===== src/rtl/pca_pkg.sv =====
`default_nettype none
// ----------------------------------------------------------------------------
// Palette color allocator package
// Shared constants, register indexes and the search token carried by the
// chain of palette cells.
// ----------------------------------------------------------------------------
package pca_pkg;

  // Number of palette entries, one cell per entry.
  localparam int PALETTE_DEPTH = 256;

  // Entry position and used count widths.
  localparam int IDX_W = $clog2(PALETTE_DEPTH);
  localparam int CNT_W = $clog2(PALETTE_DEPTH + 1);

  // Fixed field widths.
  localparam int COMP_W  = 8;
  localparam int KEY_W   = 3 * COMP_W;
  localparam int INDEX_W = 8;
  localparam int PROD_W  = 2 * COMP_W;

  // Configuration port.
  localparam int CFG_ADDR_W = 3;
  localparam int CFG_DATA_W = 8;
  localparam logic [COMP_W-1:0] COMPONENT_FULL = 8'd255;

  localparam logic [CFG_ADDR_W-1:0] REG_NATIVE_MAX_RED   = 3'd0;
  localparam logic [CFG_ADDR_W-1:0] REG_NATIVE_MAX_GREEN = 3'd1;
  localparam logic [CFG_ADDR_W-1:0] REG_NATIVE_MAX_BLUE  = 3'd2;
  localparam logic [CFG_ADDR_W-1:0] REG_SOURCE_MAX_RED   = 3'd3;
  localparam logic [CFG_ADDR_W-1:0] REG_SOURCE_MAX_GREEN = 3'd4;
  localparam logic [CFG_ADDR_W-1:0] REG_SOURCE_MAX_BLUE  = 3'd5;

  // Search token that walks down the cell chain, one cell per cycle.
  typedef struct packed {
    logic             valid;
    logic [KEY_W-1:0] key;
    logic [IDX_W-1:0] pos;
    logic             hit;
    logic [IDX_W-1:0] hit_pos;
    logic             alloc;
  } token_t;

endpackage
`default_nettype wire


===== src/rtl/pca_rescale.sv =====
`default_nettype none
// ----------------------------------------------------------------------------
// Palette color allocator component rescaler
// Computes min(value * nmax / smax, nmax) with a registered multiply and a
// restoring divider that produces one quotient bit per cycle.
// ----------------------------------------------------------------------------
module pca_rescale (
  input  wire logic                       clk,
  input  wire logic                       rst,
  input  wire logic                       start,
  input  wire logic [pca_pkg::COMP_W-1:0] value,
  input  wire logic [pca_pkg::COMP_W-1:0] nmax,
  input  wire logic [pca_pkg::COMP_W-1:0] smax,
  output logic                            done,
  output logic [pca_pkg::COMP_W-1:0]      result
);

  localparam int STEP_W = $clog2(pca_pkg::PROD_W);
  localparam logic [STEP_W-1:0] LAST_STEP = STEP_W'(pca_pkg::PROD_W - 1);

  logic                        busy;
  logic [STEP_W-1:0]           step;
  logic [pca_pkg::PROD_W-1:0]  quo;
  logic [pca_pkg::COMP_W-1:0]  rem;
  logic [pca_pkg::COMP_W:0]    trial;
  logic                        ge;
  logic [pca_pkg::COMP_W:0]    diff;

  // One restoring division step: shift in the next dividend bit and subtract.
  always_comb begin
    trial = {rem, quo[pca_pkg::PROD_W-1]};
    ge    = trial >= {1'b0, smax};
    diff  = trial - {1'b0, smax};
  end

  // Control: start loads the product, then one step per cycle.
  always_ff @(posedge clk) begin
    if (rst) begin
      busy <= 1'b0;
      done <= 1'b0;
      step <= '0;
    end else begin
      done <= busy && (step == LAST_STEP);
      if (start) begin
        busy <= 1'b1;
        step <= '0;
      end else if (busy) begin
        step <= step + 1'b1;
        if (step == LAST_STEP) begin
          busy <= 1'b0;
        end
      end
    end
  end

  // Datapath: the dividend register turns into the quotient bit by bit.
  always_ff @(posedge clk) begin
    if (start) begin
      quo <= pca_pkg::PROD_W'(value) * pca_pkg::PROD_W'(nmax);
      rem <= '0;
    end else if (busy) begin
      quo <= {quo[pca_pkg::PROD_W-2:0], ge};
      rem <= ge ? diff[pca_pkg::COMP_W-1:0] : trial[pca_pkg::COMP_W-1:0];
    end
  end

  // Saturate to the native maximum; a zero source maximum saturates too.
  always_comb begin
    if ((smax == '0) || (quo > {{pca_pkg::COMP_W{1'b0}}, nmax})) begin
      result = nmax;
    end else begin
      result = quo[pca_pkg::COMP_W-1:0];
    end
  end

endmodule
`default_nettype wire


===== config.mk =====
export PLATFORM = sky130hd
export DESIGN_NAME = pca_rescale
export DESIGN_NICKNAME = d
export VERILOG_FILES = /design/src/rtl/pca_pkg.sv /design/src/rtl/pca_rescale.sv
export SDC_FILE = /design/constraint.sdc
export NUM_CORES = 1
export LEC_CHECK = 0
export BUFFER_PORTS_ARGS = -buffer_cell sky130_fd_sc_hd__buf_2
export CAP_MARGIN = 20
export CORE_MARGIN = 4
export CORE_UTILIZATION = 45
export CTS_BUF_LIST = sky130_fd_sc_hd__clkbuf_16
export DETAILED_ROUTE_END_ITERATION = 8
export HOLD_SLACK_MARGIN = 0.08
export PLACE_DENSITY_LB_ADDON = 0.3
export SYNTH_ARGS = -nofsm -noshare
export SYNTH_HDL_FRONTEND = slang
export SYNTH_SLANG_ARGS = --single-unit

===== constraint.sdc =====
create_clock -name clk -period 6.8 [get_ports clk]
set_input_delay 0.34 -clock clk [delete_from_list [all_inputs] [get_ports clk]]
set_output_delay 0.34 -clock clk [all_outputs]
set_load 0.1 [all_outputs]

After elaboration in Yosys (flattened, before gate mapping):

Index checks and enable logic that the tools add are counted.

* bits of input ports: 27
* bits in registers: 30
* output and inout bits: 9

* equal/unequal tests: 1
* mux-type cells: 7
* add/subtract/negate cells: 2
* multipliers: 1
* order comparisons: 2
* reductions and logical operators: 5

Operators by type and width (number)
* $mux 16: 2
* $gt 16x8->1: 1
* $mul 8x8->16: 1
* $mux 8: 2
* $ge 9x8->1: 1
* $logic_not 8->1: 1
* $sub 8x8->8: 1
* $add 4x1->4 const B: 1
* $eq 4x4->1 const B: 1
* $mux 1: 3
* $reduce_bool 2->1: 1
* $reduce_or 2->1: 1
* $logic_and 1x1->1: 1
* $logic_or 1x1->1: 1

Depth between registers and ports, before layout:

Gate-level depths: netlist (run 1).

* word-level depth: 4
* depth in mapped cells: 17

Worst setup path before layout (run 1):

Ideal clock, no wire load.

* kind: input to register
* start point: input nmax[6] in the netlist's numbering
* end point: register quo[14] in the netlist's numbering (data pin)
* arrival time: 4.170 ns
* stages: 15
* path buffers: 1
* slack: 2.370 ns
* cell sequence: clkbuf_1 > and2_1 > fa_1 > fa_1 > fa_1 > inv_1 > fa_1 > inv_1 > ha_1 > a21oi_1 > nand2_1 > o21ai_0 > o21ai_0 > xor2_1 > mux2_2

* word-level cells in the longest chain between the ends: 2

Ends and longest elaborated chain
* start, declared: line pca_rescale.sv:12 `input wire logic [pca_pkg::COMP_W-1:0] nmax,`
* $mul 8x8->16: line pca_rescale.sv:59 `quo <= pca_pkg::PROD_W'(value) * pca_pkg::PROD_W'(nmax);`
* $mux 16: line pca_rescale.sv:58 `if (start) begin`
* end signal, assigned: line pca_rescale.sv:59
* end signal, assigned: line pca_rescale.sv:62 `quo <= {quo[pca_pkg::PROD_W-2:0], ge};`
* end, declared: line pca_rescale.sv:23 `logic [pca_pkg::PROD_W-1:0] quo;`

No other way between the ends.
A chain may end at the register's enable or synchronous reset.

Final worst setup path (run 1):

* start point: input value[2] in the netlist's numbering
* end point: register quo[14] in the netlist's numbering (data pin)

* word-level cells in the longest chain between the ends: 2

Ends and longest elaborated chain
* start, declared: line pca_rescale.sv:11 `input wire logic [pca_pkg::COMP_W-1:0] value,`
* $mul 8x8->16: line pca_rescale.sv:59
* $mux 16: line pca_rescale.sv:58

No other way between the ends.

==> key figures, run 1 <==
Outcome
  • Outcome: finished, final reports clean

Global route
  • Grt ovf: 0
  • Vias in the first global route: 3207
  • Largest net degree at the start of global routing: 30
  • First-pass GRT wire length: 15180 um
  • Initial antenna violation count: 0
  • GRT Util Overall: 0.1794

Clocking
  • Worst-Skew Late Latency: 0.28 ns
  • Hold_buf cts: 0
  • Cts bufs inserted: 5
  • CTS tree: yes
  • Setup bufs post-CTS: 0
  • H-tree Lvls: 2
  • Clk root buf: clkbuf_16
  • CTS Sinks: 30
  • Max Root-Sink Buffers: 2
  • Clock transition at path regs: 0.05 ns
  • Post-CTS Resized: 0

Worst setup path
  • Maximum fanout along the worst path: 8
  • Crit end category: flop
  • Reg2Reg Setup Slack: 4.57 ns
  • R2r endpoint: rem[1]
  • Reg2Reg Depth: 9
  • WP data arrival: 4.38 ns
  • Critical path class: input pin to flop
  • CP startpoint kind: input pin
  • Worst r2r src: quo[15]
  • WP data required: 6.82 ns

Pwr
  • Leakage: 2.195 nW
  • Pwr/cell area: 249.6 nW/um2
  • Tot Pwr: 1.118 mW
  • Maximum vdd drop: 0.0001178 V

Timing
  • Count of final setup violators: 0
  • Worst relative slew slack: 0.5432
  • Skew final: 0.008722 ns
  • Setup tns final: 0 ns
  • Final Cycle Share: 0.6410
  • Slew Limit Fails: 0
  • RSZ-0062 raised after global routing: no
  • Hold Fails Final Rpt: 0
  • Highest clock rate: 229.4 MHz
  • Tmin final: 4.359 ns
  • Least-Margin Pin Slew: 0.6844 ns

Logic synthesis
  • Number of synthesized register bits: 30
  • Sequential share of the synthesized area: 0.1873
  • Net Count, Synth: 555
  • Yosys top cell area share: 0.1824
  • Area share of fa/ha/maj cells after synthesis: 0.3457
  • Cell area after synthesis: 4061 um2
  • Synth Area in Compound Gates: 0.1057
  • Synthesized-area fraction occupied by and/or/nand/nor cells: 0.1836
  • Post-Synth XOR/XNOR Area: 0.03666
  • Synth Instances: 438
  • Number of distinct library cells after synthesis: 43
  • Mean area per synthesized cell: 9.273 um2
  • Dominant cells by area after synthesis: fa_1 18%, ha_1 16%, edfxtp_1 12%
  • Synth area leader: fa_1
  • Synth Warn #: 0
  • Multiplexer share of the synthesized area: 0.06993
  • Main combinational cell family by area after synthesis: adder cells

Floorplan
  • Initial Utilization: 0.4634
  • Placeable Area: 8763 um2
  • Die height: 103 um
  • # IOs: 36
  • DIE AREA: 10610 um2
  • Die width: 103 um
  • Placement Rows: 34

Worst hold path
  • Hold EP: busy
  • Min-delay src: rst
  • Hold depth: 2
  • Min-Delay Path Class: input pin to flop

Detailed routing
  • DR vias: 3156
  • Iter 0 DRT Violations: 124
  • Average wire per standard cell: 14.94 um
  • DRC viols: 0
  • Vias per cell: 5.423
  • Final WL: 8693 um
  • ANT nets after route: 0
  • Pre-Repair DR Iteration Count: 4

Placement
  • DP Area: 4342 um2
  • Port bufs: 35
  • HPWL reported at the end of detailed placement: 7096 um
  • Gpl congestion: 0.8361

Cells and area
  • FILL cells: 830
  • Final non-filler cell area: 4481 um2
  • Area growth syn-to-layout: 10.32%
  • Layout cells sized above 1: 0.1477
  • ANT cells: 0
  • Nets@finish: 590

Job
  • Max Cap Violations: 0
[logic make-up (layout without fill, tap and decap cells)]
logic type      Yosys count  after routing
compound gates           61             61
xor+xnor                 17             17
fa+ha+maj                90             90
buf+inv                  75            111
flops                    30             30
mux                      26             26
simple gates            139            139
[worst max path at each step]
stage / from / endpoint / slack [ns]
final: value[2] / quo[14] / 2.44
after global routing: value[2] / quo[14] / 2.15
after CTS: value[2] / quo[14] / 2.42
after detailed placement: value[2] / quo[14] / 2.14
after global placement: value[2] / quo[14] / 2.24
after floorplan: nmax[6] / quo[14] / 2.37
[cells in the final DEF (no fill, tap or decap), drive strengths merged, types with 5 or more instances in the layout]
cell type and n:
nand2 31, fa 37, ha 53, nand4 6, inv 68, mux2i 7, a21o 5, nor3 9
nor2 21, xnor2 7, dfxtp 14, a21oi 16, edfxtp 16, mux2 19, buf 36, o21ai 15
xor2 10, nor4 7, clkbuf 5, and2 51
[metal layers]
metal	vias to the layer above	global-route usage	share of wire
met5	-	0	0
met4	0	0.03287	0.015
met3	15	0.02977	0.037
met2	71	0.3108	0.49
met1	1526	0.2378	0.45
li1	1544	-	-
[Yosys cell counts (all sizes together)]
library cell,number
nor2b,3
nand3,4
o21a,4
a21oi,16
a22oi,2
o22ai,2
and2,51
a2bb2oi,2
a2111oi,1
a21o,5
mux2i,7
xor2,10
o211ai,1
o21bai,2
dfxtp,14
nor2,21
clkbuf,6
nand4,6
fa,37
o2111ai,2
edfxtp,16
a211oi,4
nand2,31
xnor2,7
nand2b,2
o21ai,15
a21boi,1
o31ai,4
mux2,19
inv,67
or2,1
nor4,7
ha,53
and2b,1
nor3,9
buf,2
and3,3
[worst max-delay path: stages]
cell,delay [ns]
buf_2,0.15
and2_1,0.19
fa_1,0.50
fa_1,0.53
fa_1,0.55
inv_1,0.05
fa_1,0.52
inv_1,0.04
ha_1,0.33
a21oi_1,0.19
nand2_1,0.06
o21ai_0,0.33
o21ai_0,0.16
xor2_1,0.16
mux2_2,0.26
[area by class of cell]
type | count | area, um2 | area share
clock buffer | 5 | 125.1 | 0.02793
clock inverter | 3 | 13.76 | 0.003072
inverter | 67 | 251.5 | 0.05613
multi-input combinational | 333 | 3012 | 0.6722
sequential | 30 | 760.7 | 0.1698
tap | 108 | 135.1 | 0.03016
timing repair buffer | 36 | 182.7 | 0.04077
[power breakdown]
group | total, mW | internal, mW | switching, mW | leakage, nW
Combinational | 0.628 | 0.282 | 0.345 | 1.84
Clock | 0.211 | 0.133 | 0.0784 | 0.0748
Sequential | 0.280 | 0.249 | 0.0306 | 0.276
Total | 1.12 | 0.664 | 0.454 | 2.19
[through the flow]
| step | hold slack (ns) | setup slack, ns | instances | utilization |
|---|---|---|---|---|
| after detailed placement | 0.4770 | 2.136 | 574 | 0.4954 |
| after floorplan | 0.4124 | 2.370 | 438 | - |
| after CTS | 0.3033 | 2.420 | 582 | 0.5113 |
| after global placement | 0.4725 | 2.239 | 574 | 0.4954 |
| after global routing | 0.3182 | 2.155 | 582 | 0.5113 |
| final | 0.3017 | 2.441 | 582 | 0.5113 |
[sequential cells by signal (all words and copies together), names as in the netlist]
register and cells:
busy 1, step 4, done 1, rem 8
quo 16
No activity file was read; power rests on OpenSTA's default activity.
==> run 2, diff against run 1 <==
- ABC_AREA: unset -> 1
- clock period: 6.8 -> 3.8 ns (I/O delays scaled with it)
==> run 2 against run 1 <==
  * Final cell count rose by 47%
  * Sequential cell count is the same
  * Cell area increased by 16%
  * Sequential share of layout area fell by 2.3 points
  * Clock power up 78%
  * Wire length grew 21%
  * Non-clock buffer count increased by 28
  * Critical path depth is 1 higher
  * Synthesized cell count increased by 53%
  * Worst setup slack got worse by 2.3 ns
  * Hold slack got worse by 0.20 ns
  * First-iteration DRC count grew 91%
==> key figures, run 2 <==
Cells and area
  • Most frequent cells in the layout: 205 x nand2_1, 161 x inv_1, 50 x nand3_1
  • Largest registers: quo x16, rem x8, step x4
  • Most flop-heavy register: quo
  • Area growth syn-to-layout: 15.44%
  • Commonest non-fill, non-tap cell in the layout: nand2_1
  • Layout cells sized above 1: 0.1383 (-0.009367)
  • Core Util, Final: 0.5320 (+0.02072)
  • Nets@finish: 839 (+42%)
  • Largest register FFs: 16 (unchanged)
  • FILL cells: 950 (+14%)
  • Non-filler cells, final: 856 (+47%)
  • Final non-filler cell area: 5200 um2 (+16%)
  • ANT cells: 0 (unchanged)

Global route
  • Grt ovf: 0 (unchanged)
  • First-pass GRT wire length: 18600 um (+22%)
  • GRT Util Overall: 0.1938 (+0.01436)
  • Largest net degree at the start of global routing: 20 (-33%)
  • Initial antenna violation count: 0 (unchanged)
  • Vias in the first global route: 4228 (+32%)

Placement
  • Placed Cells: 848 (+48%)
  • DP Area: 4992 um2 (+15%)
  • HPWL reported at the end of detailed placement: 8877 um (+25%)
  • Gpl congestion: 0.8733 (+4.4%)
  • Port bufs: 35 (unchanged)

Worst setup path
  • Reg2Reg Depth: 11 (+2)
  • Maximum fanout along the worst path: 5 (-3)
  • R2r endpoint: rem[6]
  • Top cell by count, worst path: fa_1
  • CP startpoint kind: input pin
  • Max stage delay cell, worst path: fa_1
  • Reg2Reg Setup Slack: 1.94 ns (-2.63 ns)
  • Crit end category: flop
  • Critical Path Max Stage Delay: 0.55 ns (about the same)
  • WP data arrival: 3.66 ns (-0.72 ns)
  • WP data required: 3.82 ns (-3.00 ns)
  • Critical path class: input pin to flop
  • Crit path launch: nmax[7]
  • Worst-path cell chain: buf_2, nand2_1, fa_1, fa_1, inv_1, fa_1, inv_1, fa_1, inv_1, ha_4, nand2_1, nor2_2, a21oi_1, or2_1, nand3_1, nand2_1
  • Worst r2r src: quo[15]

Worst hold path
  • Hold EP: done
  • Min-Delay Path Class: input pin to flop
  • Min-delay src: rst
  • Hold depth: 2 (unchanged)

Logic synthesis
  • Synth Area in Compound Gates: 0.04000 (-0.06567)
  • Mean area per synthesized cell: 6.713 um2 (-28%)
  • Synthesized-area fraction occupied by and/or/nand/nor cells: 0.3108 (+0.1272)
  • Multiplexer share of the synthesized area: 0 (-0.06993)
  • Net Count, Synth: 788 (+42%)
  • Async S/R FF share, synth: 0 (unchanged)
  • Main combinational cell family by area after synthesis: adder cells
  • EDFF count, synth: 16 (unchanged)
  • Synth Warn #: 0 (unchanged)
  • Synth area leader: nand2_1
  • Cell with the most instances after synthesis: nand2_1
  • Dominant cells by area after synthesis: nand2_1 17%, fa_1 16%, ha_1 15%
  • Yosys top cell area share: 0.1725 (-0.009878)
  • Synth Flop Type: edfxtp_1
  • Number of distinct library cells after synthesis: 35 (-19%)
  • Area share of fa/ha/maj cells after synthesis: 0.3117 (-0.03399)
  • Number of synthesized register bits: 30 (unchanged)
  • Cell area after synthesis: 4504 um2 (+11%)
  • Sequential share of the synthesized area: 0.1689 (-0.01842)
  • Synth Instances: 671 (+53%)
  • Top cells by count, synth: 207 x nand2_1, 161 x inv_1, 53 x ha_1
  • Post-Synth XOR/XNOR Area: 0.01167 (-0.02499)

Clocking
  • Hold_buf cts: 0 (unchanged)
  • H-tree Lvls: 2 (unchanged)
  • CTS Sinks: 30 (unchanged)
  • Cts bufs inserted: 5 (unchanged)
  • CTS tree: yes
  • Clock transition at path regs: 0.05 ns (about the same)
  • Max Root-Sink Buffers: 2 (unchanged)
  • Clk root buf: clkbuf_16
  • Worst-Skew Late Latency: 0.27 ns (about the same)

Timing
  • Worst relative slew slack: 0.5419 (-0.001326)
  • Hold Fails Final Rpt: 0 (unchanged)
  • RSZ-0062 raised after global routing: yes
  • Tmin final: 3.635 ns
  • Slew Limit Fails: 0 (unchanged)
  • Skew final: 0.007425 ns (-0.001297 ns)
  • Count of final setup violators: 0 (unchanged)
  • Least-Margin Pin Slew: 0.6846 ns (+0.0002133 ns)
  • Highest clock rate: 275.1 MHz
  • Final Cycle Share: 0.9566

Detailed routing
  • Vias per cell: 4.792 (-12%)
  • Iter 0 DRT Violations: 237 (+91%)
  • Pre-Repair DR Iteration Count: 5 (+1)
  • DRC viols: 0 (unchanged)
  • ANT nets after route: 0 (unchanged)
  • Average wire per standard cell: 12.28 um (-18%)
  • DR vias: 4102 (+30%)
  • Final WL: 10510 um (+21%)

Pwr
  • Comb power frac: 0.629 (+0.068)
  • Leakage: 3.149 nW (+43%)
  • Sw Share: 0.4502 (+0.04397)
  • Pwr/cell area: 443.5 nW/um2 (+78%)
  • Maximum vdd drop: 0.0002481 V (+110%)
  • Int Pwr: 1.268 mW (+91%)
  • P_sw: 1.038 mW (+130%)
  • Clock share of power: 0.163 (-0.026)
  • Reg power frac: 0.209 (-0.041)

Outcome
  • Outcome: finished, final reports clean

Floorplan
  • Placement Rows: 36 (+5.9%)
  • DIE AREA: 11670 um2 (+10%)
  • # IOs: 36 (unchanged)
  • Initial Utilization: 0.4608 (-0.002620)
  • Placeable Area: 9774 um2 (+12%)
  • Die width: 108.0 um (+4.9%)
  • Die height: 108.0 um (+4.9%)

Job
  • Max Cap Violations: 0 (unchanged)
-- run 2: cell types whose count changed after synthesis, sizes merged, moves of 8 or more --
cell | previous run | this run
nand2 | 31 | 218
inv | 67 | 165
and2 | 51 | 0
nand3 | 4 | 51
mux2 | 19 | 0
nor2 | 21 | 35
clkbuf | 6 | 16
xor2 | 10 | 2
-- run 2: metrics by stage --
step | hold WS, ns | setup TNS (ns) | total power, mW | setup WS [ns]
after floorplan | 0.2615 | 0 | 1.459 | 0.02487
after global placement | 0.3754 | -0.7418 | 1.807 | -0.1308
after CTS | 0.09953 | 0 | 2.226 | 0.08781
final | 0.09979 | 0 | 2.306 | 0.1651
after global routing | 0.1069 | -0.08952 | 2.550 | -0.03277
after detailed placement | 0.3832 | -1.169 | 1.838 | -0.1915
-- run 2: logic make-up after synthesis --
group,Yosys count
and+or+nand+nor,326
adders and majority gates,90
DFF,30
xor gates and xnor gates,6
buffers and inverters,186
AOI/OAI and AO/OA,33
-- run 2: final cells by class --
cell class              instances  area, um2  area share
inverters                     166      623.1      0.1198
clock buffers                   5      125.1     0.02406
multi-input cells             455       3110      0.5982
clock inverters                 3      16.27    0.003128
well taps                     133      166.4     0.03200
repair buffers                 64      397.9     0.07652
flip-flops and latches         30      760.7      0.1463
-- run 2: power by group through the flow --
stage,registers [mW],logic (mW),clock network [mW]
5_1_grt,0.489,1.67,0.392
4_1_cts,0.480,1.37,0.380
6_report,0.481,1.45,0.375
3_3_place_gp,0.485,1.32,0
2_1_floorplan,0.468,0.991,0
3_5_place_dp,0.484,1.35,0
-- run 2: how the worst max path moves through the flow --
stage / to / depth (start not counted)
floorplan: quo[11] / 16
global placement: quo[9] / 16
detailed placement: quo[11] / 16
CTS: quo[9] / 16
global route: quo[14] / 19
finish: quo[11] / 16
-- run 2: what timing repair did --
action	in CTS	in global routing
endpoints found under the setup margin	0	8
setup buffers	0	0
gates resized for setup	0	13
-- run 2: routing by layer --
layer | share of wire | up-vias | GRT usage
met5 | 0 | - | 0
met4 | 0.016 | 0 | 0.04328
met3 | 0.020 | 14 | 0.01910
met2 | 0.50 | 45 | 0.3597
met1 | 0.46 | 1916 | 0.2421
li1 | - | 2127 | -
-- run 2: worst max-delay path, delay by kind of cell --
kind,cells,cell delay [ns]
compound gates,1,0.10
fa+ha+maj,5,2.41
buf+inv,4,0.31
simple gates,6,0.65
==> run 3, diff against run 2 <==
- clock period: 3.8 -> 3.6 ns (I/O delays scaled with it)
==> run 3 against run 2 <==
  * Sequential share of layout area fell by 0.43 points
  * Sequential cell count unchanged
  * Count of clock-buffer cells in the layout is the same
  * Largest cell class unchanged
  * First-iteration DRC count decreased by 13%
  * Power grew 16%
  * Via count shrank 2.8%
  * Global-route usage down 0.99 points
  * Worst setup slack worse by 0.10 ns
  * Combinational power increased by 21%
  * Final cell count stayed put
  * Wire length shrank 3.1%
  * Hold slack worse by 0.0093 ns
==> key figures, run 3 (same netlist as run 2, synthesis figures left out) <==
Timing
  • Final Cycle Share: 0.9818
  • Highest clock rate: 282.9 MHz
  • Worst relative slew slack: 0.5620 (+0.02006)
  • Slew Limit Fails: 0 (unchanged)
  • Least-Margin Pin Slew: 0.6563 ns (-0.02828 ns)
  • Final WS setup: 0.06555 ns (-0.09953 ns)
  • Worst hold slack: 0.09053 ns (-0.009263 ns)
  • Hold Fails Final Rpt: 0 (unchanged)
  • Count of final setup violators: 0 (unchanged)
  • Tmin final: 3.534 ns
  • Skew final: 0.003696 ns (-0.003729 ns)
  • RSZ-0062 raised after global routing: yes

Detailed routing
  • Iter 0 DRT Violations: 206 (-13%)
  • Pre-Repair DR Iteration Count: 4 (-1)
  • Vias per cell: 4.659 (-2.8%)
  • DRC viols: 0 (unchanged)
  • DR vias: 3988 (-2.8%)
  • Final WL: 10190 um (-3.1%)
  • Average wire per standard cell: 11.90 um (-3.1%)
  • ANT nets after route: 0 (unchanged)

Cells and area
  • Core Util, Final: 0.5481 (+0.01613)
  • Nets@finish: 839 (unchanged)
  • Non-filler cells, final: 856 (unchanged)
  • Most frequent cells in the layout: 189 x nand2_1, 152 x inv_1, 48 x nand3_1
  • Area growth syn-to-layout: 18.94%
  • Most flop-heavy register: quo
  • Largest registers: quo x16, rem x8, step x4
  • Largest register FFs: 16 (unchanged)
  • Commonest non-fill, non-tap cell in the layout: nand2_1
  • Layout cells sized above 1: 0.1881 (+0.04979)
  • ANT cells: 0 (unchanged)

Floorplan
  • Die height: 108.0 um (unchanged)
  • Placement Rows: 36 (unchanged)
  • Placeable Area: 9774 um2 (unchanged)
  • Initial Utilization: 0.4608 (unchanged)
  • # IOs: 36 (unchanged)
  • DIE AREA: 11670 um2 (unchanged)
  • Die width: 108.0 um (unchanged)

Clocking
  • Clock transition at path regs: 0.05 ns (about the same)
  • Clk root buf: clkbuf_16
  • Cts bufs inserted: 5 (unchanged)
  • Hold_buf cts: 0 (unchanged)
  • H-tree Lvls: 2 (unchanged)
  • Max Root-Sink Buffers: 2 (unchanged)
  • CTS tree: yes
  • Worst-Skew Late Latency: 0.27 ns (about the same)
  • CTS Sinks: 30 (unchanged)

Worst setup path
  • Critical path class: input pin to flop
  • Max stage delay cell, worst path: fa_1
  • Reg2Reg Depth: 11 (unchanged)
  • Top cell by count, worst path: nand2_2
  • WP data arrival: 3.56 ns (-0.10 ns)
  • WP data required: 3.62 ns (-0.20 ns)
  • Worst-path cell chain: buf_2, nand2_2, inv_2, fa_1, fa_1, fa_1, inv_2, fa_1, inv_2, ha_4, nand2_2, nand2_2, nand2_2, nand2_2, a21oi_2, or2_1, nand3_1, nand2_1
  • Crit end category: flop
  • Critical Path Max Stage Delay: 0.55 ns (about the same)
  • Maximum fanout along the worst path: 4 (-1)
  • CP startpoint kind: input pin

Worst hold path
  • Min-Delay Path Class: input pin to flop
  • Hold depth: 2 (unchanged)

Pwr
  • Maximum vdd drop: 0.0002477 V (-0.15%)
  • Leakage: 3.171 nW (+0.71%)
  • Pwr/cell area: 497.4 nW/um2 (+12%)

Outcome
  • Outcome: finished, final reports clean

Placement
  • Gpl congestion: 0.8912 (+2.0%)
  • HPWL reported at the end of detailed placement: 8625 um (-2.8%)
  • Port bufs: 35 (unchanged)
  • Placed Cells: 847 (-0.12%)
  • Place WS: -0.2834 ns (-0.09183 ns)

Job
  • Max Cap Violations: 0 (unchanged)

Global route
  • GRT Util Overall: 0.1839 (-0.009903)
  • Vias in the first global route: 4008 (-5.2%)
  • First-pass GRT wire length: 17770 um (-4.4%)
  • Initial antenna violation count: 0 (unchanged)
  • Largest net degree at the start of global routing: 20 (unchanged)
  • Grt ovf: 0 (unchanged)
run 3: cell count changes in the layout (fill, tap and decap cells not counted), sizes merged:
cell and delta:
buf +1, clkbuf -1
run 3: layout make-up:
class	instances	area, um2
clock buffer	5	125.1
clock inverter	3	16.27
fill	964	4417
inverter	166	623.1
multi-input combinational	455	3219
sequential	30	760.7
tap	133	166.4
timing repair buffer	64	446.7
run 3: repair_timing:
action,in CTS,in global routing
setup buffers,0,1
pin swaps,0,25
gates resized for setup,1,67
endpoints found under the setup margin,1,10
run 3: worst max-delay path: cells and delay by family:
family	cells	cell delay, ns
adders and majority gates	5	2.35
buffers and inverters	4	0.26
and+or+nand+nor	8	0.70
AOI/OAI and AO/OA	1	0.05
run 3: path summary, 6_finish.rpt:
kind                            slack [ns]  endpoint  startpoint
worst min-delay path                  0.09      done         rst
worst max-delay path                  0.07   quo[11]    value[1]
worst min register to register        0.48    rem[6]      rem[6]
worst max register to register        1.72    rem[6]     quo[15]
run 3: metrics by stage:
| step | setup TNS, ns | cell area (um2) | total power [mW] |
|---|---|---|---|
| 6_report | 0 | 5358 | 2.665 |
| 5_1_grt | -0.2325 | 5358 | 2.933 |
| 4_1_cts | 0 | 5186 | 2.469 |
| 3_5_place_dp | -1.937 | 5042 | 2.056 |
| 3_3_place_gp | -1.447 | 5042 | 2.023 |
| 2_1_floorplan | 0 | 4661 | 1.651 |
run 3: routing by layer:
layer | wire, um | global-route usage | part of all wire | vias to the layer above
li1 | - | - | - | 2126
met1 | 4981 | 0.2467 | 0.49 | 1798
met2 | 4851 | 0.3219 | 0.48 | 58
met3 | 292 | 0.02149 | 0.029 | 6
met4 | 63 | 0.03427 | 0.0062 | 0
met5 | 0 | 0 | 0 | -
run 3: report_power, final:
| part | internal (mW) | total (mW) | switching (mW) |
|---|---|---|---|
| logic | 0.738 | 1.76 | 1.02 |
| registers | 0.459 | 0.512 | 0.0531 |
| clock network | 0.252 | 0.395 | 0.143 |
| total | 1.45 | 2.66 | 1.22 |
