[src/rtl/pca_pkg.sv]
`default_nettype none
// ----------------------------------------------------------------------------
// Palette color allocator package
// Shared constants, register indexes and the search token carried by the
// chain of palette cells.
// ----------------------------------------------------------------------------
package pca_pkg;

  // Number of palette entries, one cell per entry.
  localparam int PALETTE_DEPTH = 256;

  // Entry position and used count widths.
  localparam int IDX_W = $clog2(PALETTE_DEPTH);
  localparam int CNT_W = $clog2(PALETTE_DEPTH + 1);

  // Fixed field widths.
  localparam int COMP_W  = 8;
  localparam int KEY_W   = 3 * COMP_W;
  localparam int INDEX_W = 8;
  localparam int PROD_W  = 2 * COMP_W;

  // Configuration port.
  localparam int CFG_ADDR_W = 3;
  localparam int CFG_DATA_W = 8;
  localparam logic [COMP_W-1:0] COMPONENT_FULL = 8'd255;

  localparam logic [CFG_ADDR_W-1:0] REG_NATIVE_MAX_RED   = 3'd0;
  localparam logic [CFG_ADDR_W-1:0] REG_NATIVE_MAX_GREEN = 3'd1;
  localparam logic [CFG_ADDR_W-1:0] REG_NATIVE_MAX_BLUE  = 3'd2;
  localparam logic [CFG_ADDR_W-1:0] REG_SOURCE_MAX_RED   = 3'd3;
  localparam logic [CFG_ADDR_W-1:0] REG_SOURCE_MAX_GREEN = 3'd4;
  localparam logic [CFG_ADDR_W-1:0] REG_SOURCE_MAX_BLUE  = 3'd5;

  // Search token that walks down the cell chain, one cell per cycle.
  typedef struct packed {
    logic             valid;
    logic [KEY_W-1:0] key;
    logic [IDX_W-1:0] pos;
    logic             hit;
    logic [IDX_W-1:0] hit_pos;
    logic             alloc;
  } token_t;

endpackage
`default_nettype wire

[src/rtl/pca_cell.sv]
`default_nettype none
// ----------------------------------------------------------------------------
// Palette color allocator cell
// Holds one palette entry. Compares the passing token against the entry,
// claims the entry for a new color at the append position, and hands the
// token to the next cell through its output register.
// ----------------------------------------------------------------------------
module pca_cell (
  input  wire logic                       clk,
  input  wire logic                       rst,
  input  wire logic [pca_pkg::CNT_W-1:0]  used_count,
  input  wire pca_pkg::token_t            tok_in,
  output pca_pkg::token_t                 tok_out
);

  logic [pca_pkg::KEY_W-1:0] entry;
  logic [pca_pkg::CNT_W-1:0] pos_wide;
  logic                      match;
  logic                      append;

  // Only entries below the used count take part in the search; the first
  // free position takes the color when nothing matched.
  always_comb begin
    pos_wide = pca_pkg::CNT_W'(tok_in.pos);
    match    = tok_in.valid && !tok_in.hit && (pos_wide < used_count) &&
               (entry == tok_in.key);
    append   = tok_in.valid && !tok_in.hit && (pos_wide == used_count);
  end

  // Entry storage.
  always_ff @(posedge clk) begin
    if (append) begin
      entry <= tok_in.key;
    end
  end

  // Token hand-off to the neighbor.
  always_ff @(posedge clk) begin
    if (rst) begin
      tok_out.valid <= 1'b0;
    end else begin
      tok_out.valid <= tok_in.valid;
    end
    tok_out.key     <= tok_in.key;
    tok_out.pos     <= tok_in.pos + 1'b1;
    tok_out.hit     <= tok_in.hit || match;
    tok_out.hit_pos <= match ? tok_in.pos : tok_in.hit_pos;
    tok_out.alloc   <= tok_in.alloc || append;
  end

endmodule
`default_nettype wire
[config.mk]
export PLATFORM = sky130hd
export DESIGN_NAME = pca_cell
export DESIGN_NICKNAME = d
export VERILOG_FILES = /design/src/rtl/pca_pkg.sv /design/src/rtl/pca_cell.sv
export SDC_FILE = /design/constraint.sdc
export NUM_CORES = 1
export LEC_CHECK = 0
export BUFFER_PORTS_ARGS = -buffer_cell sky130_fd_sc_hd__buf_2
export CORE_MARGIN = 4
export CORE_UTILIZATION = 47
export DETAILED_ROUTE_END_ITERATION = 6
export GPL_TIMING_DRIVEN = 0
export PLACE_DENSITY_LB_ADDON = 0.25
export SLEW_MARGIN = 20
export SYNTH_ARGS = -nofsm -noshare
export SYNTH_HDL_FRONTEND = slang
export SYNTH_SLANG_ARGS = --single-unit
[constraint.sdc]
create_clock -name clk -period 3.9 [get_ports clk]
set_clock_uncertainty 0.05 [all_clocks]
set_input_delay 0.585 -clock clk [delete_from_list [all_inputs] [get_ports clk]]
set_output_delay 0.585 -clock clk [all_outputs]
set_load 0.02 [all_outputs]
Yosys cells after proc, flatten, opt, wreduce, memory -nomap -nowiden:

Index checks and enable logic that the tools add are counted.

* register bits: 67
* input port bits: 54
* memory bits (read-only): 0
* latch bits: 0
* memories kept: 0
* output and inout port bits: 43
* bits in writable memories: 0

* equality and inequality tests: 2
* reduce and logical (&&, ||, !) cells: 7
* add/sub/neg operators: 1
* $lt $le $gt $ge: 1
* bitwise gates (word level): 0
* multiplexer cells: 1
* div/mod/pow operators: 0
* $mul: 0
* shift-type cells: 0

Operator list (count)
* == test 24 bit: 1
* == test 8 x 9 -> 1 bit: 1
* < comparator 8 x 9 -> 1 bit: 1
* adder 8 x 1 -> 8 bit (second input constant): 1
* two-way mux 8 bit: 1
* logical AND 1 bit: 4
* logical OR 1 bit: 2
* zero test 1 bit: 1

Longest topological paths before layout:

Gate-level depths: netlist (run 1).

* depth in word-level cells: 5
* gate-level depth with buffers: 7

Worst setup path before layout (run 1):

OpenSTA, ideal clock, no wires.

* path type: input to register
* from: in used_count[6] (netlist bit)
* to: reg entry[0] (netlist bit) (enable)
* path slack: 0.575 ns
* data required time: 3.413 ns
* arrival: 2.838 ns
* stages on the path: 4
* path buffers: 0
* setup time: 0.437 ns
* cells stage by stage: inv_1 ha_1 nand4b_1 nor3_1

* cells in the longest elaborated chain, start to end: 2

Ends and longest elaborated chain
* start: declaration: RTL line pca_cell.sv:11 `input wire logic [pca_pkg::CNT_W-1:0] used_count,`
* == test 8 x 9 -> 1 bit: RTL line pca_cell.sv:27 `append = tok_in.valid && !tok_in.hit && (pos_wide == used_count);`
* logical AND 1 bit: RTL line pca_cell.sv:27
* via append: RTL line pca_cell.sv:19 `logic append;`
* end signal: assignment: RTL line pca_cell.sv:33 `entry <= tok_in.key;`
* end: declaration: RTL line pca_cell.sv:16 `logic [pca_pkg::KEY_W-1:0] entry;`

The timed path passes the listed nets, and every way through them passes these cells.
A chain may end at the register's enable or synchronous reset.

Final worst setup path (run 1):

* from: in tok_in[16] (netlist bit)
* to: reg entry[6] (netlist bit) (enable)

* cells in the longest elaborated chain, start to end: 2

Ends and longest elaborated chain
* start: declaration: RTL line pca_cell.sv:12 `input wire pca_pkg::token_t tok_in,`
* == test 8 x 9 -> 1 bit: RTL line pca_cell.sv:27
* logical AND 1 bit: RTL line pca_cell.sv:27
* via append: RTL line pca_cell.sv:19

The timed path passes the listed nets, and every way through them passes these cells.

==> results of run 1 <==
## cell usage after synthesis (2+ instances only)
| cell | n | area (um2) |
|---|---|---|
| sky130_fd_sc_hd__dfxtp_1 | 43 | 860.8 |
| sky130_fd_sc_hd__xnor2_1 | 27 | 236.5 |
| sky130_fd_sc_hd__edfxtp_1 | 24 | 720.7 |
| sky130_fd_sc_hd__ha_1 | 9 | 112.6 |
| sky130_fd_sc_hd__inv_1 | 9 | 33.78 |
| sky130_fd_sc_hd__mux2_2 | 8 | 90.09 |
| sky130_fd_sc_hd__nand4_1 | 7 | 43.79 |
| sky130_fd_sc_hd__nand3_1 | 3 | 15.01 |
| sky130_fd_sc_hd__xor2_1 | 3 | 26.28 |
| sky130_fd_sc_hd__a21o_1 | 2 | 15.01 |
| sky130_fd_sc_hd__nand2_1 | 2 | 7.510 |
| sky130_fd_sc_hd__nor2_1 | 2 | 7.510 |
| sky130_fd_sc_hd__nor3_1 | 2 | 10.01 |
## per-layer routing
layer  part of all wire, %  up-vias  wire (um)
met5                     0        -          0
met4                   2.0        0         87
met3                   7.2        9        306
met2                    47       58       2018
met1                    43      675       1843
li1                      -      760          -
## layout make-up
cell class	instances	area, um2
Sequential cell	67	1582
Inverter	9	33.78
Clock buffer	10	137.6
Fill cell	381	1635
Tap cell	67	83.83
Timing Repair Buffer	98	495.5
Multi-Input combinational cell	78	690.7
Clock inverter	6	65.06
## registers in the layout (all words and copies together), names as in the netlist
name and count:
entry 24, tok_out 43
## worst min-delay path by stage
stage                    start                   to  slack (ns)  depth (start not counted)
finish              tok_in[26]  tok_out[26]$_DFF_P_        0.33                          1
global route        tok_in[26]  tok_out[26]$_DFF_P_        0.31                          1
CTS                 tok_in[26]  tok_out[26]$_DFF_P_        0.31                          1
detailed placement  tok_in[26]  tok_out[26]$_DFF_P_        0.68                          1
global placement    tok_in[36]  tok_out[36]$_DFF_P_        0.68                          1
floorplan           tok_in[18]  tok_out[18]$_DFF_P_        0.56                          0
## cell families after synthesis
logic type / after synthesis / share of synthesized area, %
compound gates: 6 / 2.773
xor+xnor: 30 / 11.42
fa+ha+maj: 9 / 4.894
buf+inv: 9 / 1.468
flops: 67 / 68.73
mux: 8 / 3.915
simple gates: 25 / 6.798
## power breakdown
group / leakage, nW / switching [W] / internal (W)
clock network: 0.102 / 0.000257 / 0.000312
registers: 0.578 / 0.00000505 / 0.000748
logic: 0.672 / 0.0000813 / 0.0000612
## metrics by stage
stage | cell area, um2 | instances | setup TNS (ns) | power [W]
after floorplan | 2301 | 154 | 0 | 0.0008425
after global placement | 2865 | 317 | -8.226 | 0.0009099
after detailed placement | 2885 | 319 | 0 | 0.0009133
after CTS | 3088 | 335 | 0 | 0.001487
after global routing | 3088 | 335 | 0 | 0.001532
final | 3088 | 335 | 0 | 0.001465
## worst register-to-register path: stages (launching register included)
cell,delay (ns)
sky130_fd_sc_hd__edfxtp_1,0.39
sky130_fd_sc_hd__xnor2_1,0.15
sky130_fd_sc_hd__nand4_1,0.10
sky130_fd_sc_hd__nor3_1,0.34
sky130_fd_sc_hd__o2111ai_4,0.30
sky130_fd_sc_hd__mux2_2,0.35
==> results.md, run 1 <==
- The Yosys step of the flow raised 0 warnings.
- Max-cap violations in this run came to 0.
- The clock period could shrink to 2.221 ns.
- The startpoint type of the worst setup path is an input port.
- The quantity of gates resized following cts is 0.
- The number of buffers inserted by hold repair at cts is 0.
- The most common cell type on the critical path is sky130_fd_sc_hd__buf_4.
- Of all flip-flops after synthesis, the portion carrying an async set or reset was 0%.
- The global-route wire length before repair is 6555 um.
- The die covers 0.006079 mm2.
- At the worst endpoint, the required time is a little under 4 ns.
- Dividing the final minimum period by the clock period gives 56.94%.
- The worst setup path is captured at a flop.
- Dividing the detail-routed wire length by the instance count gives 12.70 um.
- The worst-case IR drop observed on VDD is ~330 uV.
- After detailed routing, the number of remaining DRC violations is 0.
- The most common library cell in the layout ignoring fill and taps is sky130_fd_sc_hd__buf_2.
- The number of distinct library cells after synthesis is 26.
- The post-CTS clock slew at the launch and capture registers of the worst setup and hold paths is 0.07 ns.
- The number of antenna violations at the first check in global routing is 0.
- In this run the number of cells on the critical path is 6.
- The clock root buffer is sky130_fd_sc_hd__clkbuf_8.
- The static leakage is around 1.4 nW.
- The worst setup path is of the in -> reg kind.
- After detailed routing, the number of vias per cell comes to 4.484.
- The starting utilization of the core area is 48.72%.
- The slack of the worst reg-to-reg path is 2.12 ns.
- Yosys mapped a number of flops with a built-in enable equal to 24.
- The share of synthesized area occupied by flip-flops and latches is 68.73%.
- Global routing consumed, over all layers together, 14.39% of the routing resources.
- The maximum number of pins on one net before global-route repair is 13.
- In this run the most used layer during global routing was met2.
- The flow ran to the end, and the final reports show no timing, DRC or antenna violations.
- TritonCTS created 9 clock buffers.
- The total count of max-transition violations in the final report is 0.
- Traced cell by cell, the critical path runs through buf_2 > ha_1 > nand4b_1 > nor3_2 > buf_4 > buf_4.
- The post-synthesis net count is 217.
- In the layout the commonest cells are sky130_fd_sc_hd__buf_2 (96), sky130_fd_sc_hd__dfxtp_1 (43), sky130_fd_sc_hd__xnor2_1 (27).
- The kind of cell with the highest combined delay along the critical path is simple AND/OR/NAND/NOR gates.
- The floorplan has 25 rows.
- The count of endpoints failing hold in the final timing report is 0.
- The final core utilization is 65.38%.
- The most critical setup path has its startpoint at tok_in[16].
- CTS built an H-tree with a depth of 3.
- The clock insertion delay at the later pin of the skew report is 0.33 ns.
- In this run the worst path has a maximum fanout of 11.
- The maximum buffer depth of the clock tree is 2.
- The critical-path cell with the highest stage delay is sky130_fd_sc_hd__nor3_2.
- The count of nets left with antenna violations once routing finished came out at 0.
- The worst hold slack after final layout is 0.3347 ns.
- The post-synthesis instance area is 0.002301 mm2.
- Counting both buffers and inverters, the worst setup path holds a total of 3.
- The count of nets after finishing is 326.
- The detailed router finished its first iteration with 43 violations.
- The total of endpoints with negative setup slack in the final report is 0.
- In this run the power density over the cells is 474.3 mW/mm2.
- The peak per-stage delay on the critical path is approximately 0.48 ns.
- The worst pin sits at a relative slew slack of approximately 69%.
- The wire-length estimate of the detail-placed layout is around 3300 um.
- The fraction of layout instances using a drive strength above 1 is 47.76%.
- The post-place setup slack is 1.318 ns.
- The class of the tightest hold or removal check is in -> reg.
- The vias after detailed routing is 1502.
- The via count of the first global-routing pass was 1397.
- The synthesized design contains 67 register bits.
- The average cell area after synthesis is ~15 um2.
- The area growth from synthesis to layout is 34.20%.
- The number of ports placed on the die boundary is 97.
- The minimum setup slack in the final design is 1.679 ns.
- The diode insertion count for antenna repair is 0.
- Global routing used 18.45% of the available met1 tracks.
- For met3 alone, demand over resource in global routing was 4.292%.
- The depth of the most critical reg-to-reg path is 5.
- In the global route stage, met2 resource usage came out at 21.23%.
- Synthesis produced a netlist whose cell count is 154.
- The capture point of the worst reg-to-reg path is tok_out[6]$_DFF_P_.
- The maximum clock frequency is 0.4503 GHz.
- Routability-driven placement finished with a final weighted congestion of 0.6872.
- The chip height is 77.97 um.
- The count of buffers added on input and output ports is 96.
- Setup repair after global routing left no endpoint under its margin.
- The floorplan step defined a core boundary enclosing 0.004723 mm2.
- The overall routed net length is 4256 um.
- The first detailed-routing pass took 2 iterations.
- The data arrival at the endpoint of the critical path is 2.21 ns.
- The worst register-to-register path begins at entry[20]$_DFFE_PP_.
- The capturing element of the worst setup path is entry[6]$_DFFE_PP_.
- The horizontal die dimension is 77.97 um.
- TritonCTS built the clock tree.
- The CTS sink count is 67.
- The most common flop cell mapped by yosys is sky130_fd_sc_hd__dfxtp_1.
- The number of setup buffers added after CTS is 0.
- Summed over all layers, the global routing overflow is 0.
- The transition time at the pin with the least slew margin is 0.4600 ns.
(Power assumes the default switching activity.)
==> run 2, diff against run 1 <==
--- a/config.mk
+++ b/config.mk
@@ -5,9 +5,10 @@
 export SDC_FILE = /design/constraint.sdc
 export NUM_CORES = 1
 export LEC_CHECK = 0
+export ABC_AREA = 1
 export BUFFER_PORTS_ARGS = -buffer_cell sky130_fd_sc_hd__buf_2
 export CORE_MARGIN = 4
-export CORE_UTILIZATION = 47
+export CORE_UTILIZATION = 44
 export DETAILED_ROUTE_END_ITERATION = 6
 export GPL_TIMING_DRIVEN = 0
 export PLACE_DENSITY_LB_ADDON = 0.25
==> constraint.sdc (replaced) <==
create_clock -name clk -period 2 [get_ports clk]
set_clock_uncertainty 0.05 [all_clocks]
set_input_delay 0.3 -clock clk [delete_from_list [all_inputs] [get_ports clk]]
set_output_delay 0.3 -clock clk [all_outputs]
set_load 0.02 [all_outputs]
==> run 2 against run 1 <==
Area after synthesis is 17% higher. Utilization is 5.7 points lower. Critical path depth is 4 higher. Routed wire length is 21% higher. Synthesized cell count is 88% higher. Via count is 35% higher. First-iteration DRC count is 58% higher. Register-to-register slack worse by 1.6 ns. Setup slack worse by 1.5 ns. Power is 100% higher. Combinational power is 120% higher. Clock-buffer cell count is 1 lower. Critical endpoint is now entry[17]$_DFFE_PP_. Largest power group unchanged.
==> results.md, run 2 <==
- The remaining global-route overflow is 0 (unchanged).
- The kind of end point of the critical path is a flop.
- The via density per instance is 4.264 (-4.9%).
- The post-synthesis net count came to 352 (+62%).
- In the layout the commonest cells are sky130_fd_sc_hd__buf_2 (96), sky130_fd_sc_hd__nand2_1 (85), sky130_fd_sc_hd__inv_1 (54).
- The number of non-filler instances in the completed layout was 477 (+42%).
- The synthesized-area fraction occupied by ao, oa, aoi and oai cells was 0.5592% (-2.2 points).
- The tightest slew margin relative to the limit was 60.14% (-9.0 points).
- The count of endpoints failing hold in the final timing report came to 0 (unchanged).
- The quantity of I/O buffers inserted on ports came to 96 (unchanged).
- The transition time at the pin with the least slew margin is 0.5960 ns (+0.1360 ns).
- The overall power consumption is 0.002944 W (+100%).
- The synthesized-area fraction occupied by and/or/nand/nor cells is 22.09% (+15 points).
- The core area is 0.005921 mm2 (+25%).
- The diode insertion count for antenna repair is 0 (unchanged).
- The most instantiated library cell after synthesis is sky130_fd_sc_hd__nand2_1.
- The Yosys warning count was 0 (unchanged).
- The maximum buffer depth of the clock tree came to 2 (unchanged).
- The vias after detailed routing came to 2034 (+35%).
- The data arrival at the endpoint of the critical path is 1.85 ns (-0.36 ns).
- The fraction of registers with async set or reset after synthesis is 0% (unchanged).
- The peak fanout along the critical path came to 16 (+5).
- The multiplexer area fraction after synthesis was 0% (-3.9 points).
- The overall routed net length was 5164 um (+21%).
- The kind of critical path is in -> reg.
- By area, the combinational part of the netlist is dominated by simple AND/OR/NAND/NOR gates.
- The worst path uses 92.16% of the clock period.
- The post-route cell area is 0.003531 mm2 (+14%).
- The average cell area after synthesis is 9.291 um2 (-38%).
- The chip height was 86.12 um (+10%).
- The depth of the most critical reg-to-reg path is 10 (+5).
- The peak ir drop on the vdd network is 567.8 uV (+71%).
- The combinational group share of total power is 10.7% (+1.0 points).
- The number of buffers inserted by hold repair at cts is 0 (unchanged).
- By area the synthesized netlist is led by sky130_fd_sc_hd__dfxtp_1 (32%), sky130_fd_sc_hd__edfxtp_1 (27%), sky130_fd_sc_hd__nand2_1 (12%).
- The total of endpoints with negative setup slack in the final report is 0 (unchanged).
- The overall track demand over capacity in global routing is 15.27% (+0.88 points).
- The quantity of gates resized following cts came to 0 (unchanged).
- The total of flip-flops plus latches after synthesis is 67 (unchanged).
- The number of distinct library cells after synthesis is 21 (-19%).
- The number of DRC violations after detailed routing is 0 (unchanged).
- The via count of the first global-routing pass is 1951 (+40%).
- The global-route wire length before repair is 8687 um (+33%).
- The largest registers in the layout are tok_out x43, entry x24.
- The number of violations of the max-capacitance limit is 0 (unchanged).
- The power per cell area came to 833.8 mW/mm2 (+76%).
- The startpoint type of the worst setup path is an input port.
- The final-layout fill cell count came to 542 (+42%).
- Setup repair after global routing left no endpoint under its margin.
- The initial DRC count is 68 (+58%).
- The layout overhead on the synthesized area is 31.50%.
- The area enclosed by the die boundary is 0.007417 mm2 (+22%).
- By count the netlist is led by sky130_fd_sc_hd__nand2_1 (85), sky130_fd_sc_hd__inv_1 (57), sky130_fd_sc_hd__dfxtp_1 (43).
- The most common flop cell mapped by yosys is sky130_fd_sc_hd__dfxtp_1.
- The post-synthesis instance area is 0.002685 mm2 (+17%).
- The internal cell power is 0.002176 W (+94%).
- The share of synthesized area occupied by flip-flops and latches came to 58.90% (-9.8 points).
- The final core utilization is 59.64% (-5.7 points).
- The number of setup buffers added after CTS is 0 (unchanged).
- The required time of the critical path is 2.01 ns (-1.88 ns).
- The sequential cell fraction of total power is 49.9% (-1.5 points).
- The biggest area contributor in the post-synthesis netlist is sky130_fd_sc_hd__dfxtp_1.
- The routed design could run at a clock period as short as 1.843 ns.
- The starting utilization of the core area came to 45.35% (-3.4 points).
- The site row count came to 28 (+12%).
- The post-placement cell count is 461 (+45%).
- The fraction of layout instances using a drive strength above 1 is 34.33% (-13 points).
- Derived from the worst setup path, the maximum achievable clock frequency is 0.5426 GHz.
- The count of H-tree levels built during CTS is 3 (unchanged).
- The count of nets after finishing is 460 (+41%).
- The maximum number of pins on one net before global-route repair was 17 (+4).
- The per-cell routed wire length is 10.83 um (-15%).
- The placer congestion estimate is 0.7281 (+6.0%).
- The number of flops mapped to enable cells by yosys is 24 (unchanged).
- The detailed-routing iteration count for the pre-antenna-repair pass is 4 (+2).
- The number of ports placed on the die boundary is 97 (unchanged).
- The portion of synthesized cell area occupied by the leading cell type came to 32.06% (-5.4 points).
- The run finished with clean final reports.
- The adder-cell area share of the yosys netlist came to 4.194% (-0.70 points).
- The register containing the most flip-flops in the final layout is tok_out.
- The clock insertion delay at the later pin of the skew report was 0.35 ns (+0.02 ns).
- The depth of the worst hold-timing path came to 1 (unchanged).
- The CTS sink count is 67 (unchanged).
- The class of the tightest hold or removal check is in -> reg.
- The number of antenna violations at the first check in global routing is 0 (unchanged).
- The total count of max-transition violations in the final report is 0 (unchanged).
- The net switching power of the design is 0.0007686 W (+120%).
- The post-CTS clock slew at the launch and capture registers of the worst setup and hold paths is 0.08 ns (about the same).
- The HPWL after detailed placement is 4041 um (+22%).
- The flip-flop count of the largest register, all copies and words added is 43 (unchanged).
- The power share of the clock group is 39.4% (+0.6 points).
- The clock root buffer is sky130_fd_sc_hd__clkbuf_8.
- TritonCTS built the clock tree.
- The fraction of power spent switching nets is 26.11% (+2.7 points).
- The most common library cell in the layout ignoring fill and taps is sky130_fd_sc_hd__buf_2.
- The static leakage is 1.834 nW (+36%).
- The remaining number of nets flagged by the antenna check after routing came to 0 (unchanged).
- The parity-gate share of the synthesized area counting xor and xnor cells was 5.871% (-5.5 points).
- The horizontal die dimension is 86.12 um (+10%).
- The total placed instance area is 0.003326 mm2 (+15%).
- The TritonCTS buffer count was 9 (unchanged).
- The gate count of the mapped netlist is 289 (+88%).
## run 2: cell types whose count changed in the layout (fill, tap and decap cells not counted), moves of 4 or more
cell and change:
sky130_fd_sc_hd__nand2_1 +83, sky130_fd_sc_hd__inv_1 +45, sky130_fd_sc_hd__xnor2_1 -16, sky130_fd_sc_hd__nor2_1 +13
sky130_fd_sc_hd__nand3_1 +9, sky130_fd_sc_hd__mux2_2 -8, sky130_fd_sc_hd__nand4_1 -6, sky130_fd_sc_hd__nor2_2 +6
sky130_fd_sc_hd__inv_2 +5, sky130_fd_sc_hd__inv_6 +4, sky130_fd_sc_hd__nand2_2 +4, sky130_fd_sc_hd__xor2_1 +4
## run 2: cell families (layout without fill, tap and decap cells)
kind of cell	Yosys count	count (layout)
and+or+nand+nor	132	132
adders and majority gates	9	9
AOI/OAI and AO/OA	3	3
DFF	67	67
xor gates and xnor gates	18	18
buffers and inverters	60	173
## run 2: layout make-up
cell class              count  area, um2  share of cell area, %
clock inverters             7      81.33                  2.303
inverters                  60      232.7                  6.591
clock buffers               9      123.9                  3.508
multi-input cells         162      909.6                  25.76
repair buffers             97      508.0                  14.39
flip-flops and latches     67       1582                  44.79
well taps                  75      93.84                  2.658
## run 2: worst paths after layout
check,start,end,slack [ns]
max reg2reg,entry[6]$_DFFE_PP_,tok_out[6]$_DFF_P_,0.50
max,used_count[7],entry[17]$_DFFE_PP_,0.16
min,tok_in[36],tok_out[36]$_DFF_P_,0.03
min reg2reg,entry[9]$_DFFE_PP_,tok_out[3]$_DFF_P_,0.77
## run 2: power groups by stage
stage	clock [W]	sequential (W)	combinational, W
after CTS	0.00119	0.00147	0.000321
after global routing	0.00126	0.00147	0.000353
final	0.00116	0.00147	0.000315
after global placement	0	0.00150	0.000312
after detailed placement	0	0.00150	0.000319
after floorplan	0	0.00157	0.000105
## run 2: per-layer routing
metal | up-vias | track usage (%) | wire length (um) | part of all wire [%]
met5 | - | 0 | 0 | 0
met4 | 0 | 8.201 | 120 | 2.3
met3 | 10 | 5.379 | 439 | 8.5
met2 | 65 | 24.39 | 2326 | 45
met1 | 870 | 17.91 | 2277 | 44
li1 | 1089 | - | - | -
## run 2: stage by stage
step                hold slack (ns)  setup TNS, ns  setup slack [ns]
detailed placement           0.3931         -4.915           -0.2590
global route                0.01571              0           0.04269
finish                      0.03316              0            0.1569
global placement             0.3909         -13.06           -0.5270
floorplan                    0.2777        -0.8137          -0.03390
CTS                         0.02315              0            0.1301
## run 2: critical path, stage by stage
cell and delay [ns]:
sky130_fd_sc_hd__buf_2 0.13, sky130_fd_sc_hd__inv_8 0.03, sky130_fd_sc_hd__ha_4 0.25, sky130_fd_sc_hd__inv_2 0.03, sky130_fd_sc_hd__nor2_2 0.11, sky130_fd_sc_hd__nand3_1 0.10, sky130_fd_sc_hd__inv_2 0.07, sky130_fd_sc_hd__nand3_2 0.08
sky130_fd_sc_hd__nor3_4 0.52, sky130_fd_sc_hd__buf_16 0.22
==> run 3, diff against run 2 <==
--- a/config.mk
+++ b/config.mk
@@ -12,6 +12,7 @@
 export DETAILED_ROUTE_END_ITERATION = 6
 export GPL_TIMING_DRIVEN = 0
 export PLACE_DENSITY_LB_ADDON = 0.25
+export REMOVE_ABC_BUFFERS = 1
 export SLEW_MARGIN = 20
 export SYNTH_ARGS = -nofsm -noshare
 export SYNTH_HDL_FRONTEND = slang
==> run 3 against run 2 <==
Non-clock buffer count increased by 1. Sequential cell count unchanged. Largest power group unchanged. Sequential power about the same. Sequential share of layout area increased by 0.27 points. Combinational power decreased by 3%. Register-to-register slack about the same. Fmax increased by 0.58%. First-iteration DRC count decreased by 7.4%. Worst hold slack improved by 0.023 ns. Final cell count increased by 0.21%. Global-route usage decreased by 0.50 points. Design area decreased by 0.60%. Highest routed layer unchanged.
==> results.md, run 3 (synthesized netlist as in run 2, its figures left out) <==
- Setup repair after global routing left no endpoint under its margin.
- The remaining global-route overflow came to 0 (unchanged).
- The post-CTS clock slew at the launch and capture registers of the worst setup and hold paths is 0.07 ns (about the same).
- The horizontal die dimension is 86.12 um (unchanged).
- The count of nets after finishing was 461 (+0.22%).
- The starting utilization of the core area is 45.35% (unchanged).
- The fraction of power spent switching nets is 24.14% (-2.0 points).
- The number of non-filler instances in the completed layout is 478 (+0.21%).
- The overall routed net length came to 5091 um (-1.4%).
- The placer congestion estimate is 0.7589 (+4.2%).
- STA classifies the critical path startpoint as an input port.
- The final core utilization is 59.28% (-0.36 points).
- The worst hold slack after final layout is 0.05566 ns (+0.02251 ns).
- The remaining number of nets flagged by the antenna check after routing is 0 (unchanged).
- The required time of the critical path is 1.98 ns (-0.03 ns).
- The worst setup path is captured at a flop.
- The power per cell area is 859.2 mW/mm2 (+3.0%).
- The static leakage is 1.837 nW (+0.15%).
- The most common library cell in the layout ignoring fill and taps is sky130_fd_sc_hd__buf_2.
- The fraction of the cycle the final worst path needs is 91.62% (-0.53 points).
- The depth of the most critical reg-to-reg path is 10 (unchanged).
- The transition time at the pin with the least slew margin came to 0.4751 ns (-0.1209 ns).
- The vias after detailed routing is 2064 (+1.5%).
- The final-layout fill cell count was 515 (-5.0%).
- The depth of the worst hold-timing path is 1 (unchanged).
- The number of ports placed on the die boundary is 97 (unchanged).
- The quantity of I/O buffers inserted on ports is 96 (unchanged).
- The TritonCTS buffer count came to 9 (unchanged).
- The overall track demand over capacity in global routing was 14.77% (-0.50 points).
- In this run the critical register-to-register path is launched from entry[6]$_DFFE_PP_.
- CTS placed an instance of sky130_fd_sc_hd__clkbuf_8 at the clock tree root.
- In this run the most critical hold path is launched from tok_in[35].
- The chip height is 86.12 um (unchanged).
- The sequential cell fraction of total power is 48.7% (-1.2 points).
- The flip-flop count of the largest register, all copies and words added is 43 (unchanged).
- TritonCTS built the clock tree.
- The core area was 0.005921 mm2 (unchanged).
- The maximum number of pins on one net before global-route repair came to 14 (-3).
- The count of H-tree levels built during CTS is 3 (unchanged).
- The net switching power of the design is 0.0007280 W (-5.3%).
- The site row count was 28 (unchanged).
- The peak fanout along the critical path is 11 (-5).
- The class of the tightest hold or removal check is in -> reg.
- The number of DRC violations after detailed routing is 0 (unchanged).
- The via density per instance is 4.318 (+1.3%).
- The clock insertion delay at the later pin of the skew report was 0.33 ns (-0.02 ns).
- The total count of max-transition violations in the final report is 0 (unchanged).
- The number of setup buffers added after CTS is 0 (unchanged).
- The maximum buffer depth of the clock tree is 2 (unchanged).
- The initial DRC count was 63 (-7.4%).
- The maximum clock frequency is 0.5457 GHz (+0.58%).
- The fraction of layout instances using a drive strength above 1 was 33.00% (-1.3 points).
- The combinational group share of total power is 10.2% (-0.5 points).
- In the layout the commonest cells are sky130_fd_sc_hd__buf_2 (96), sky130_fd_sc_hd__nand2_1 (85), sky130_fd_sc_hd__inv_1 (57).
- The worst setup path is of the in -> reg kind.
- The number of buffers inserted by hold repair at cts is 0 (unchanged).
- The diode insertion count for antenna repair came to 0 (unchanged).
- The HPWL after detailed placement is 4020 um (-0.53%).
- The total placed instance area is 0.003279 mm2 (-1.4%).
- The detailed-routing iteration count for the pre-antenna-repair pass is 4 (unchanged).
- The final critical path time including I/O delays and setup is 1.832 ns (-0.01067 ns).
- The largest registers in the layout are tok_out x43, entry x24.
- The peak ir drop on the vdd network is 573.8 uV (+1.1%).
- The post-route cell area is 0.003510 mm2 (-0.60%).
- The internal cell power is 0.002287 W (+5.1%).
- The via count of the first global-routing pass is 1939 (-0.62%).
- The start point of the critical path is tok_in[17].
- The flow ran to the end, and the final reports show no timing, DRC or antenna violations.
- The area enclosed by the die boundary is 0.007417 mm2 (unchanged).
- The register containing the most flip-flops in the final layout is tok_out.
- The data arrival at the endpoint of the critical path was 1.82 ns (-0.03 ns).
- The count of endpoints failing hold in the final timing report is 0 (unchanged).
- The number of violations of the max-capacitance limit is 0 (unchanged).
- The total of endpoints with negative setup slack in the final report was 0 (unchanged).
- The number of antenna violations at the first check in global routing is 0 (unchanged).
- The per-cell routed wire length is 10.65 um (-1.6%).
- The post-placement cell count is 462 (+0.22%).
- The global-route wire length before repair is 8418 um (-3.1%).
- The tightest slew margin relative to the limit is 68.23% (+8.1 points).
- The layout overhead on the synthesized area is 30.71%.
- The area taken by flip-flops and latches is 0.001582 mm2 (unchanged).
- The CTS sink count is 67 (unchanged).
- The power share of the clock group is 41.1% (+1.7 points).
- The area of the multi-input gates is 889.6 um2 (-2.2%).
## run 3: changes by cell type in the layout (fill, tap and decap cells not counted), moves of 2 or more
cell,previous run,this run
sky130_fd_sc_hd__inv_2,5,3
sky130_fd_sc_hd__buf_4,0,2
sky130_fd_sc_hd__clkinvlp_4,1,3
sky130_fd_sc_hd__inv_1,54,57
sky130_fd_sc_hd__inv_6,4,2
## run 3: path summary, 6_finish.rpt
path / slack [ns] / end
max: 0.17 / entry[8]$_DFFE_PP_
min: 0.06 / tok_out[35]$_DFF_P_
max reg2reg: 0.51 / tok_out[1]$_DFF_P_
min reg2reg: 0.77 / tok_out[3]$_DFF_P_
## run 3: metrics by stage
step	power, W	setup TNS (ns)	worst slack, ns
after floorplan	0.001666	-27.79	-1.115
after global placement	0.001801	-53.55	-2.144
after detailed placement	0.001810	-7.036	-0.3699
after CTS	0.003063	0	0.1704
after global routing	0.003174	0	0.03580
final	0.003016	0	0.1675
## run 3: power groups by stage
stage               Clock [W]  Sequential (W)  Combinational [W]
detailed placement          0         0.00150           0.000310
global route          0.00135         0.00147           0.000346
finish                0.00124         0.00147           0.000307
floorplan                   0         0.00157          0.0000976
global placement            0         0.00150           0.000301
CTS                   0.00128         0.00147           0.000313
## run 3: worst max-delay path, stage by stage
cell	delay, ns
sky130_fd_sc_hd__buf_2	0.12
sky130_fd_sc_hd__ha_1	0.27
sky130_fd_sc_hd__inv_1	0.03
sky130_fd_sc_hd__nor2_1	0.13
sky130_fd_sc_hd__nand3_1	0.09
sky130_fd_sc_hd__inv_1	0.09
sky130_fd_sc_hd__nand3_1	0.11
sky130_fd_sc_hd__nor3_4	0.39
sky130_fd_sc_hd__buf_4	0.28
## run 3: layout make-up
| class | instances | share of cell area, % |
|---|---|---|
| tap | 75 | 2.674 |
| clock inverter | 7 | 2.852 |
| clock buffer | 9 | 3.529 |
| timing repair buffer | 98 | 14.12 |
| inverter | 60 | 6.417 |
| multi-input combinational | 162 | 25.35 |
| sequential | 67 | 45.06 |
## run 3: repair_timing
action,CTS,global route
setup endpoints to repair,11,0
endpoints found under the hold margin,0,0
resized for setup,1,0
## run 3: metal layers
layer / global-route usage (%) / routed length, um / vias to the layer above
li1: - / - / 1087
met1: 17.64 / 2207 / 898
met2: 23.62 / 2405 / 71
met3: 4.419 / 384 / 8
met4: 8.345 / 93 / 0
met5: 0 / 0 / -
